File: config.mk
export PLATFORM = sky130hd
export DESIGN_NAME = led_pattern_sequencer_flat
export DESIGN_NICKNAME = d
export VERILOG_FILES = /design/src/rtl/lps_pkg.sv /design/src/rtl/lps_if.sv /design/src/rtl/led_pattern_sequencer.sv /design/src/rtl/lps_front.sv /design/src/rtl/lps_queue.sv /design/src/rtl/lps_back.sv /design/src/flat_wrapper.sv
export SDC_FILE = /design/constraint.sdc
export NUM_CORES = 2
export LEC_CHECK = 0
export ABC_AREA = 1
export BUFFER_PORTS_ARGS = -buffer_cell sky130_fd_sc_hd__clkbuf_2
export CAP_MARGIN = 20
export CELL_PAD_IN_SITES_DETAIL_PLACEMENT = 1
export CELL_PAD_IN_SITES_GLOBAL_PLACEMENT = 2
export CORE_AREA = 2 2 424 426
export CTS_BUF_LIST = sky130_fd_sc_hd__clkbuf_4 sky130_fd_sc_hd__clkbuf_8
export DETAILED_ROUTE_END_ITERATION = 16
export DIE_AREA = 0 0 426 428
export HOLD_SLACK_MARGIN = 0.03
export PLACE_DENSITY_LB_ADDON = 0.1
export RECOVER_POWER = 50
export SLEW_MARGIN = 20
export SYNTH_ARGS = -nofsm -noshare
export SYNTH_HDL_FRONTEND = slang
export SYNTH_SLANG_ARGS = --single-unit
File: constraint.sdc
create_clock -name i_clk -period 5.95 [get_ports i_clk]
set_clock_uncertainty 0.05 [all_clocks]
set_input_delay 0.595 -clock i_clk [delete_from_list [all_inputs] [get_ports i_clk]]
set_output_delay 0.595 -clock i_clk [all_outputs]
set_load 0.05 [all_outputs]
File: src/rtl/lps_pkg.sv
// Shared types and constants of the LED pattern sequencer.
package lps_pkg;

    localparam int CfgIdxW  = 3;
    localparam int CfgDataW = 16;

    localparam logic [CfgIdxW-1:0] REG_LED_MASK      = 3'd0;
    localparam logic [CfgIdxW-1:0] REG_STANDBY_DELAY = 3'd1;
    localparam logic [CfgIdxW-1:0] REG_ON_DELAY      = 3'd2;
    localparam logic [CfgIdxW-1:0] REG_CLASH_DELAY   = 3'd3;
    localparam logic [CfgIdxW-1:0] REG_LOCKUP_DELAY  = 3'd4;

    localparam logic [1:0] ACT_TICK   = 2'd0;
    localparam logic [1:0] ACT_STATUS = 2'd1;
    localparam logic [1:0] ACT_LOAD   = 2'd2;

    localparam logic [2:0] ST_STANDBY = 3'd1;
    localparam logic [2:0] ST_LOCKUP  = 3'd4;

    localparam logic [1:0] MODE_STANDBY = 2'd0;
    localparam logic [1:0] MODE_ON      = 2'd1;
    localparam logic [1:0] MODE_CLASH   = 2'd2;
    localparam logic [1:0] MODE_LOCKUP  = 2'd3;

    localparam logic [7:0]  MASK_RESET   = 8'hFF;
    localparam logic [15:0] DELAY_RESET  = 16'd100;
    localparam logic [15:0] SLEEP_RELOAD = 16'd100;

    typedef enum logic [1:0] {
        OP_TICK,
        OP_STATUS,
        OP_LOAD,
        OP_NONE
    } t_op;

    typedef enum logic [1:0] {
        PS_HOLD,
        PS_ZERO,
        PS_MEM
    } t_pin_src;

    typedef struct packed {
        t_op        op;
        logic [7:0] elapsed_ms;
        logic [2:0] status;
        logic [1:0] mode;
        logic [5:0] step_index;
        logic [7:0] entry_value;
        logic       final_entry;
    } t_cmd;

    typedef struct packed {
        logic                valid;
        logic [CfgIdxW-1:0]  index;
        logic [CfgDataW-1:0] data;
    } t_cfg_wr;

endpackage

File: src/rtl/lps_if.sv
// Request channels of the LED pattern sequencer: input items and result items.
interface lps_in_if;
    logic       valid;
    logic       ready;
    logic [1:0] action;
    logic [7:0] elapsed_ms;
    logic [2:0] status;
    logic [1:0] mode;
    logic [5:0] step_index;
    logic [7:0] entry_value;
    logic       final_entry;

    modport source (output valid, action, elapsed_ms, status, mode, step_index,
                    entry_value, final_entry, input ready);
    modport sink (input valid, action, elapsed_ms, status, mode, step_index,
                  entry_value, final_entry, output ready);
endinterface

interface lps_out_if;
    logic       valid;
    logic       ready;
    logic [5:0] pin_drive;
    logic       pins_updated;

    modport source (output valid, pin_drive, pins_updated, input ready);
    modport sink (input valid, pin_drive, pins_updated, output ready);
endinterface

File: src/rtl/led_pattern_sequencer.sv
// Top level of the LED pattern sequencer: front end, command queue and execution stage.
// Throughput: one item per cycle unless the output stalls; each item gives one result.
// An accepted item passes through the input register, the two-entry queue and then the
// execution stage, whose registered memory read and result register hold its result.
// Reset is synchronous and active low; it clears control state and the registers to their
// defaults at once. The pattern memory is not cleared and holds no data until loaded.
module led_pattern_sequencer #(
    parameter int MAX_STEPS = 64
) (
    input  logic                          i_clk,
    input  logic                          i_rst_n,
    lps_in_if.sink                        i_in,
    lps_out_if.source                     o_out,
    input  logic                          i_cfg_valid,
    output logic                          o_cfg_ready,
    input  logic [lps_pkg::CfgIdxW-1:0]   i_cfg_index,
    input  logic [lps_pkg::CfgDataW-1:0]  i_cfg_data
);
    import lps_pkg::*;

    logic    f_valid;
    logic    f_ready;
    t_cmd    f_cmd;
    logic    q_valid;
    logic    q_ready;
    t_cmd    q_cmd;
    t_cfg_wr cfg;

    assign o_cfg_ready = 1'b1;
    assign cfg.valid   = i_cfg_valid;
    assign cfg.index   = i_cfg_index;
    assign cfg.data    = i_cfg_data;

    lps_front #(.MAX_STEPS(MAX_STEPS)) u_front (
        .i_clk       (i_clk),
        .i_rst_n     (i_rst_n),
        .i_in        (i_in),
        .o_cmd_valid (f_valid),
        .i_cmd_ready (f_ready),
        .o_cmd       (f_cmd)
    );

    lps_queue u_queue (
        .i_clk      (i_clk),
        .i_rst_n    (i_rst_n),
        .i_wr_valid (f_valid),
        .o_wr_ready (f_ready),
        .i_wr_cmd   (f_cmd),
        .o_rd_valid (q_valid),
        .i_rd_ready (q_ready),
        .o_rd_cmd   (q_cmd)
    );

    lps_back #(.MAX_STEPS(MAX_STEPS)) u_back (
        .i_clk       (i_clk),
        .i_rst_n     (i_rst_n),
        .i_cmd_valid (q_valid),
        .o_cmd_ready (q_ready),
        .i_cmd       (q_cmd),
        .i_cfg       (cfg),
        .o_out       (o_out)
    );
endmodule

File: src/rtl/lps_front.sv
// Front end: accepts input requests, decodes the action and registers a command.
module lps_front #(
    parameter int MAX_STEPS = 64
) (
    input  logic          i_clk,
    input  logic          i_rst_n,
    lps_in_if.sink        i_in,
    output logic          o_cmd_valid,
    input  logic          i_cmd_ready,
    output lps_pkg::t_cmd o_cmd
);
    import lps_pkg::*;

    logic r_valid;
    t_cmd r_cmd;
    t_cmd n_cmd;
    logic load_ok;

    assign load_ok = (32'(i_in.step_index) < MAX_STEPS);

    always_comb begin
        n_cmd.elapsed_ms  = i_in.elapsed_ms;
        n_cmd.status      = i_in.status;
        n_cmd.mode        = i_in.mode;
        n_cmd.step_index  = i_in.step_index;
        n_cmd.entry_value = i_in.entry_value;
        n_cmd.final_entry = i_in.final_entry;
        unique case (i_in.action)
            ACT_TICK:   n_cmd.op = OP_TICK;
            ACT_STATUS: n_cmd.op = OP_STATUS;
            ACT_LOAD:   n_cmd.op = load_ok ? OP_LOAD : OP_NONE;
            default:    n_cmd.op = OP_NONE;
        endcase
    end

    assign i_in.ready  = !r_valid || i_cmd_ready;
    assign o_cmd_valid = r_valid;
    assign o_cmd       = r_cmd;

    always_ff @(posedge i_clk) begin
        if (!i_rst_n) begin
            r_valid <= 1'b0;
        end else if (i_in.ready) begin
            r_valid <= i_in.valid;
        end
    end

    always_ff @(posedge i_clk) begin
        if (i_in.valid && i_in.ready) begin
            r_cmd <= n_cmd;
        end
    end
endmodule

File: src/rtl/lps_queue.sv
// Two-entry command queue between the front end and the execution stage.
module lps_queue (
    input  logic          i_clk,
    input  logic          i_rst_n,
    input  logic          i_wr_valid,
    output logic          o_wr_ready,
    input  lps_pkg::t_cmd i_wr_cmd,
    output logic          o_rd_valid,
    input  logic          i_rd_ready,
    output lps_pkg::t_cmd o_rd_cmd
);
    import lps_pkg::*;

    t_cmd       r_mem [2];
    logic       r_wr_ptr;
    logic       r_rd_ptr;
    logic [1:0] r_count;
    logic       wr_en;
    logic       rd_en;

    assign o_wr_ready = (r_count != 2'd2);
    assign o_rd_valid = (r_count != 2'd0);
    assign o_rd_cmd   = r_mem[r_rd_ptr];
    assign wr_en      = i_wr_valid && o_wr_ready;
    assign rd_en      = o_rd_valid && i_rd_ready;

    always_ff @(posedge i_clk) begin
        if (!i_rst_n) begin
            r_wr_ptr <= 1'b0;
            r_rd_ptr <= 1'b0;
            r_count  <= 2'd0;
        end else begin
            if (wr_en) begin
                r_wr_ptr <= !r_wr_ptr;
            end
            if (rd_en) begin
                r_rd_ptr <= !r_rd_ptr;
            end
            if (wr_en && !rd_en) begin
                r_count <= r_count + 2'd1;
            end else if (rd_en && !wr_en) begin
                r_count <= r_count - 2'd1;
            end
        end
    end

    always_ff @(posedge i_clk) begin
        if (wr_en) begin
            r_mem[r_wr_ptr] <= i_wr_cmd;
        end
    end
endmodule

File: src/rtl/lps_back.sv
// Execution stage: sequencer state, pattern memory, registers and result register.
module lps_back #(
    parameter int MAX_STEPS = 64
) (
    input  logic             i_clk,
    input  logic             i_rst_n,
    input  logic             i_cmd_valid,
    output logic             o_cmd_ready,
    input  lps_pkg::t_cmd    i_cmd,
    input  lps_pkg::t_cfg_wr i_cfg,
    lps_out_if.source        o_out
);
    import lps_pkg::*;

    localparam int AW    = (MAX_STEPS > 1) ? $clog2(MAX_STEPS) : 1;
    localparam int PW    = $clog2(MAX_STEPS + 1);
    localparam int Depth = 4 << AW;

    logic [7:0]    r_mask;
    logic [15:0]   r_delay [4];
    logic [15:0]   r_cd;
    logic [PW-1:0] r_pos;
    logic [2:0]    r_status;
    logic [PW-1:0] r_len [4];
    logic [5:0]    r_pin;
    logic          r_out_valid;
    t_pin_src      r_src;
    logic [7:0]    r_rd;
    logic [7:0]    r_mem [Depth];

    logic [15:0]   n_cd;
    logic [PW-1:0] n_pos;
    logic [2:0]    n_status;
    t_pin_src      n_src;
    logic          rd_en;
    logic          wr_en;
    logic [PW-1:0] rd_pos;
    logic          fire;
    logic          is_play;
    logic [1:0]    m;
    logic [PW-1:0] len;
    logic [PW-1:0] pos_w;
    logic [PW-1:0] pos_inc;
    logic          tick_step;
    logic [7:0]    masked;
    logic [5:0]    pin_cur;

    function automatic logic [5:0] to_pins(input logic [7:0] b);
        return {b[1:0], b[7:4]};
    endfunction

    assign fire        = i_cmd_valid && o_cmd_ready;
    assign o_cmd_ready = !r_out_valid || o_out.ready;

    assign is_play   = (r_status >= ST_STANDBY) && (r_status <= ST_LOCKUP);
    assign m         = 2'(r_status - ST_STANDBY);
    assign len       = r_len[m];
    assign pos_w     = (r_pos >= len) ? '0 : r_pos;
    assign pos_inc   = pos_w + PW'(1);
    assign tick_step = (r_cd <= {8'd0, i_cmd.elapsed_ms});

    always_comb begin
        n_cd     = r_cd;
        n_pos    = r_pos;
        n_status = r_status;
        n_src    = PS_HOLD;
        rd_en    = 1'b0;
        wr_en    = 1'b0;
        rd_pos   = pos_w;
        unique case (i_cmd.op)
            OP_TICK: begin
                if (!tick_step) begin
                    n_cd = r_cd - {8'd0, i_cmd.elapsed_ms};
                end else if (!is_play) begin
                    n_cd  = SLEEP_RELOAD;
                    n_src = PS_ZERO;
                end else begin
                    n_cd = r_delay[m];
                    if (len != '0) begin
                        if (m == MODE_CLASH) begin
                            if (r_pos < len) begin
                                rd_pos = r_pos;
                                n_pos  = r_pos + PW'(1);
                                rd_en  = 1'b1;
                                n_src  = PS_MEM;
                            end
                        end else begin
                            rd_pos = pos_w;
                            n_pos  = (pos_inc >= len) ? '0 : pos_inc;
                            rd_en  = 1'b1;
                            n_src  = PS_MEM;
                        end
                    end
                end
            end
            OP_STATUS: begin
                n_status = i_cmd.status;
                n_pos    = '0;
                n_cd     = '0;
            end
            OP_LOAD: begin
                wr_en = 1'b1;
            end
            default: begin
            end
        endcase
    end

    assign masked = r_rd & r_mask;

    always_comb begin
        case (r_src)
            PS_ZERO: pin_cur = 6'd0;
            PS_MEM:  pin_cur = to_pins(masked);
            default: pin_cur = r_pin;
        endcase
    end

    assign o_out.valid        = r_out_valid;
    assign o_out.pin_drive    = pin_cur;
    assign o_out.pins_updated = (r_src != PS_HOLD);

    always_ff @(posedge i_clk) begin
        if (!i_rst_n) begin
            r_mask      <= MASK_RESET;
            r_delay     <= '{default: DELAY_RESET};
            r_cd        <= '0;
            r_pos       <= '0;
            r_status    <= '0;
            r_len       <= '{default: '0};
            r_pin       <= '0;
            r_out_valid <= 1'b0;
            r_src       <= PS_HOLD;
        end else begin
            if (i_cfg.valid) begin
                unique case (i_cfg.index)
                    REG_LED_MASK:      r_mask <= i_cfg.data[7:0];
                    REG_STANDBY_DELAY: r_delay[MODE_STANDBY] <= i_cfg.data;
                    REG_ON_DELAY:      r_delay[MODE_ON] <= i_cfg.data;
                    REG_CLASH_DELAY:   r_delay[MODE_CLASH] <= i_cfg.data;
                    REG_LOCKUP_DELAY:  r_delay[MODE_LOCKUP] <= i_cfg.data;
                    default: begin
                    end
                endcase
            end
            if (r_out_valid && o_out.ready) begin
                r_pin <= pin_cur;
            end
            if (fire) begin
                r_cd        <= n_cd;
                r_pos       <= n_pos;
                r_status    <= n_status;
                r_src       <= n_src;
                r_out_valid <= 1'b1;
                if (wr_en && i_cmd.final_entry) begin
                    r_len[i_cmd.mode] <= PW'(32'(i_cmd.step_index) + 1);
                end
            end else if (o_out.ready) begin
                r_out_valid <= 1'b0;
            end
        end
    end

    always_ff @(posedge i_clk) begin
        if (fire && wr_en) begin
            r_mem[{i_cmd.mode, AW'(i_cmd.step_index)}] <= i_cmd.entry_value;
        end
        if (fire && rd_en) begin
            r_rd <= r_mem[{m, rd_pos[AW-1:0]}];
        end
    end
endmodule

File: src/flat_wrapper.sv
// flat-port wrapper written by rule: the top's interface ports become plain ports
module led_pattern_sequencer_flat import lps_pkg::*;
#(
    parameter int MAX_STEPS = 64
)
  (i_clk, i_rst_n, i_cfg_valid, o_cfg_ready, i_cfg_index, i_cfg_data, i_in_valid, i_in_action, i_in_elapsed_ms, i_in_status, i_in_mode, i_in_step_index, i_in_entry_value, i_in_final_entry, i_in_ready, o_out_valid, o_out_pin_drive, o_out_pins_updated, o_out_ready);
  lps_in_if i_in_i ();
  lps_out_if o_out_i ();
  input  logic i_clk;
  input  logic i_rst_n;
  input  logic i_cfg_valid;
  output logic o_cfg_ready;
  input  logic [lps_pkg::CfgIdxW-1:0] i_cfg_index;
  input  logic [lps_pkg::CfgDataW-1:0] i_cfg_data;
  input wire logic [$bits(i_in_i.valid)-1:0] i_in_valid;
  input wire logic [$bits(i_in_i.action)-1:0] i_in_action;
  input wire logic [$bits(i_in_i.elapsed_ms)-1:0] i_in_elapsed_ms;
  input wire logic [$bits(i_in_i.status)-1:0] i_in_status;
  input wire logic [$bits(i_in_i.mode)-1:0] i_in_mode;
  input wire logic [$bits(i_in_i.step_index)-1:0] i_in_step_index;
  input wire logic [$bits(i_in_i.entry_value)-1:0] i_in_entry_value;
  input wire logic [$bits(i_in_i.final_entry)-1:0] i_in_final_entry;
  output wire logic [$bits(i_in_i.ready)-1:0] i_in_ready;
  output wire logic [$bits(o_out_i.valid)-1:0] o_out_valid;
  output wire logic [$bits(o_out_i.pin_drive)-1:0] o_out_pin_drive;
  output wire logic [$bits(o_out_i.pins_updated)-1:0] o_out_pins_updated;
  input wire logic [$bits(o_out_i.ready)-1:0] o_out_ready;
  assign i_in_i.valid = i_in_valid;
  assign i_in_i.action = i_in_action;
  assign i_in_i.elapsed_ms = i_in_elapsed_ms;
  assign i_in_i.status = i_in_status;
  assign i_in_i.mode = i_in_mode;
  assign i_in_i.step_index = i_in_step_index;
  assign i_in_i.entry_value = i_in_entry_value;
  assign i_in_i.final_entry = i_in_final_entry;
  assign i_in_ready = i_in_i.ready;
  assign o_out_valid = o_out_i.valid;
  assign o_out_pin_drive = o_out_i.pin_drive;
  assign o_out_pins_updated = o_out_i.pins_updated;
  assign o_out_i.ready = o_out_ready;
  led_pattern_sequencer #(.MAX_STEPS(MAX_STEPS)) u_core (.i_clk(i_clk), .i_rst_n(i_rst_n), .i_in(i_in_i), .o_out(o_out_i), .i_cfg_valid(i_cfg_valid), .o_cfg_ready(o_cfg_ready), .i_cfg_index(i_cfg_index), .i_cfg_data(i_cfg_data));
endmodule
# Yosys cells after proc, flatten, opt, wreduce, memory -nomap -nowiden
# Memories as Yosys holds them, arrays and structs flattened. A register that Yosys moved wholly into a read port is not among the register bits.
# Cells that the tools add are included.
dict set report totals {
  mem_bits_rw 2108
  output_inout_bits 10
  regBits 170
  elab_cells 151
  input_bits 54
  mem_count 2
}
# name depth width read_ports rd_ports_with_merged_regs wr line
set memory_table {}
lappend memory_table {u_core.u_back.r_mem 256 8 1 1 1 lps_back.sv:29} ;# logic [7:0] r_mem [Depth];
lappend memory_table {u_core.u_queue.r_mem 2 30 1 1 1 lps_queue.sv:14} ;# t_cmd r_mem [2];
dict set report op_classes {
  eq_ne 16
  mux 51
  bitwise_logic 3
  n_lt_le_gt_ge 9
  add_sub_neg 7
  reduce_logical 37
}
# cell count
set ops {}
lappend ops {{7-bit two-way mux} 10}
lappend ops {{16-bit two-way mux} 4}
lappend ops {{6-bit two-way mux} 6}
lappend ops {{16-bit binary-select mux with 2-bit select} 1}
lappend ops {{16-bit one-hot mux with 2 select lines} 1}
lappend ops {{28-bit bitwise mux} 1}
lappend ops {{16-bit by 8-bit <= comparator with 1-bit output} 1}
lappend ops {{2-bit two-way mux} 8}
lappend ops {{2-bit AND reduction} 8}
lappend ops {{16-bit by 8-bit subtractor with 16-bit output} 1}
lappend ops {{1-bit two-way mux} 15}
lappend ops {{7-bit by 1-bit adder with 7-bit output (second input constant)} 2}
lappend ops {{7-bit binary-select mux with 2-bit select} 1}
lappend ops {{7-bit demux with 2-bit select} 1}
lappend ops {{7-bit >= comparator} 2}
lappend ops {{7-bit one-hot mux with 2 select lines} 1}
lappend ops {{6-bit one-hot mux with 2 select lines} 1}
lappend ops {{1-bit logical AND} 11}
lappend ops {{2-bit nonzero test} 5}
lappend ops {{8-bit AND} 1}
lappend ops {{2-bit == test (second input constant)} 4}
lappend ops {{2-bit != test (second input constant)} 4}
lappend ops {{6-bit by 1-bit adder with 7-bit output (second input constant)} 1}
lappend ops {{7-bit less-than comparator} 1}
lappend ops {{other kinds (19)} 32}

# Depth between registers and ports, before layout
dict set report logic_depth {
  word_depth 15
  depth_mapped 31
  depth_no_buf 26
}

# Hierarchy
# A second synthesis with hierarchy kept.
dict set report unflattened {
  hier_cells 7321
  hier_area_um2 78134.9
}
# mod seq_area_each_um2 instances cells_each area_per_inst_um2
set modules_own_cells {}
lappend modules_own_cells {lps_back 48967.0 1 7150 74632.8}
lappend modules_own_cells {lps_queue 1901.8 1 130 2531.2}
lappend modules_own_cells {lps_front 920.9 1 39 959.7}
lappend modules_own_cells {led_pattern_sequencer 0.0 1 2 11.3}

# Least setup slack after synthesis
# OpenSTA, ideal clock, no wires.
dict set report synth_path {
  kind {register to register}
  from {reg with a tool-made name}
  to {mem u_core.u_back.r_mem[0][0], data pin}
  stages_incl_launch_ff 6
  setup_ps 822
  setup_slack_ps 821
  t_arrival_ps 4257
  path_buffers 3
  required_time_ps 5078
  synth_period_minus_slack_ps 5129
  cell_sequence {dfxtp_1 buf_2 buf_1 clkbuf_1 nand2_1 nand2_1}
}
# item line
set synth_lines {}
lappend synth_lines {{end: declaration} lps_back.sv:29}

==> impl_metrics.toml <==
[grt]
use_met1_pct = 35.92
grt_pass1_wl_um = 362900
overflow = 0
met2_usage_pct = 43.51
grt_max_degree = 162
grtUsageMet3_pct = 4.299
grt_pass1_vias = 57000
antenna_found_initial = 6
grt_usage_pct = 26.50
top_usage_layer = "met2"

[clock_network]
cts.sinks = 1765
clock-root-buffer = "clkbuf_8"
ctsResizeCount = 0
postCtsSetupRepairBufs = 0
cts_tree = "yes"
cts.path.max_buffers = 4
clkLatencyLatePin_ns = 1.03
h-tree-depth = 5
cts-hold-fix-buffers = 52
path_clk_slew_ns = 0.06
cts_buffers = 320

[logic_synthesis]
synth_common_cells = "edfxtp_1 (1626), nand3_1 (1508), nand2_1 (1472), inv_1 (691), nand3b_1 (455)"
synth.net_count = 7407
synth_area_leaders = "edfxtp_1 (63%), nand3_1 (9.7%), nand2_1 (7.1%), nand3b_1 (4.4%), dfxtp_1 (3.6%)"
synth_top_area_share_pct = 62.70
ys.flop_type = "edfxtp_1"
yosysWarnings = 0
synth_top_area_cell = "edfxtp_1"
synth_enable_flop_cells = 1626
syn_inst = 7318
ys_seq_elements = 1765
synth_cell_types = 48
synthArstFlopShare_pct = 0
ys_seq_area_share_pct = 66.27
synthMostInstantiatedCell = "edfxtp_1"
synth_area_um2 = 77880
avgSynthCellArea_um2 = 10.64

[placed_design]
pre_cts_ws_ns = 0.3662
gp_congestion = 0.8201
portBuffers = 60
place_area_um2 = 80690
dp.cells = 9402
detailed_place_hpwl_um = 142400

[cells_and_area]
final_util_pct = 48.88
final_design_area_no_fill_um2 = 86840
area_growth_pct = 11.50
final_cells = 9986
drive_gt1_share_pct = 9.464
nets = 7511

[floorplan]
io_pins = 64
fp-row-count = 155
start_util_pct = 43.84
design.die.area_um2 = 182300
core_um2 = 177600
die_h_um = 428
die_w_um = 426

[routing]
firstDrtPassIters = 6
via_per_inst = 5.505
ant_nets = 0
num_vias = 54970
drcViolationCount = 0
drtIter0Drc = 4052
wire_per_inst_um = 24.34
routed_wl_um = 243100

[sta]
post-route-min-period_ns = 5.625
setup_viol = 0
slew_viol_final = 1419
relSlewSlack_pct = -105.3
rsz0062_at_grt = "false"
whs_ns = 0.2250
finalHoldViolations = 0
fmax_mhz = 177.8
tns_ns = 0
worstMarginPinSlew_ns = 3.080
fin_ws_ns = 0.3250
period_share_pct = 94.54

[power]
power_mw = 30.96
peakVddDrop_uv = 347.4
p_leak_nw = 32.14
p_per_area_nw_per_um2 = 356.5

[hold_path]
hp-class = "input pin to flop"

[flow_run]
drv_cap = 20

[worst_setup_path]
cp-start-kind = "flop"
worstSetupEndpointType = "flop"
crit_fanout = 67
worstSetupPathType = "flop to flop"
crit_required_ns = 6.80
arrival_ns = 6.47

[run_status]
violations = "capacitance limit, slew limit"
outcome = "finished with violations"
[registers in the layout, indices dropped and copies added (netlist names), named ones only]
register / count
u_core.u_back.r_pin: 6
u_core.u_queue.r_rd_ptr: 1
u_core.u_queue.r_count: 2
u_core.u_queue.r_wr_ptr: 1
u_core.u_back.r_mem: 1536
u_core.u_back.r_rd: 6
u_core.u_back.r_mask: 6
u_core.u_back.r_cd: 16
u_core.u_front.o_cmd_valid: 1
u_core.u_front.o_cmd: 28
u_core.u_back.r_src: 2
u_core.u_queue.r_mem: 56
u_core.u_back.r_status: 3
u_core.u_back.r_len: 28
u_core.u_back.r_pos: 7
u_core.u_back.o_out.valid: 1
u_core.u_back.r_delay: 64
[cell families (layout without fill, tap and decap cells)]
group                      Yosys count  in the layout  share of synthesized area, %
other                                1              3                      0.004815
AOI/OAI and AO/OA                  369            369                         2.736
muxes                                7              7                       0.08997
xor gates and xnor gates            16             16                        0.1799
and+or+nand+nor                   3924           3924                         23.67
adders and majority gates           35             35                        0.5720
DFF                               1765           1765                         66.27
buffers and inverters             1201           1512                         6.473
[worst max-delay path: stages, from the launching register on]
cell and delay (ns):
dfxtp_1 0.44, buf_4 0.27, inv_2 0.07, nand2_1 0.05, nand2_1 0.06, ha_1 0.16
inv_1 0.06, fa_1 0.43, nand3_1 0.09, nand2_1 0.11, nand2_1 0.08, nand2_1 0.10
nand2_1 0.12, nand3_2 0.20, nor2_2 0.23, nor2_2 0.09, nor2_4 0.66, buf_4 0.74
o211ai_1 0.21, nand3_1 0.17, nand3_1 0.08, nand3_1 0.14, nand3_1 0.26, nand3_1 0.23
nand3_1 0.18, nand2_1 0.11
[area by class of cell]
class                   instances  area, um^2
repair buffers                279        2461
clock inverters               113       648.1
flip-flops and latches       1765       51610
diodes                          2       5.005
fillers                     19140       90810
well taps                    2355        2947
multi-input cells            4352       21350
clock buffers                 416        5162
inverters                     704        2650
[layer usage]
metal | vias to the layer above | share of wire [%]
li1 | 25430 | -
met1 | 27950 | 44
met2 | 1206 | 48
met3 | 382 | 4.7
met4 | 0 | 2.9
met5 | - | 0
[final timing paths]
| path | start | to | slack (ns) | cells past startpoint |
|---|---|---|---|---|
| hold / removal | i_in_step_index[3] | u_core.u_front.o_cmd[12] | 0.22 | 2 |
| setup / recovery | flop | u_core.u_back.r_rd[7] | 0.33 | 25 |
| hold reg to reg | u_core.u_front.o_cmd[29] | u_core.u_queue.r_mem[0][29] | 0.39 | 0 |
| setup reg to reg | flop | u_core.u_back.r_rd[7] | 0.33 | 25 |
[report_power, final]
part           leakage (nW)  internal [mW]  switching [mW]  total [mW]
Sequential             15.8           15.2          0.0857        15.3
Combinational          13.3          0.795            4.00        4.80
Clock                  3.08           5.87            5.00        10.9
Total                  32.1           21.9            9.09        31.0
[placed cells by master, fill, tap and decap left out, drive strengths merged, types with 2 or more instances in the layout]
master and count:
buf 143, edfxtp 1626, nor3 10, a21oi 99, dfxtp 139, clkbuf 500, and2 3, o211ai 92
clkinv 105, mux2i 7, nor2 452, inv 699, ha 34, bufinv 6, nand4 8, clkinvlp 7
a31oi 4, o21ai 155, o22ai 10, nand3 1509, diode 2, xnor2 2, or2 10, dlygate4sd3 52
xor2 14, a211oi 3, nand2 1476, nand3b 455
No activity file was read; power rests on OpenSTA's default activity.
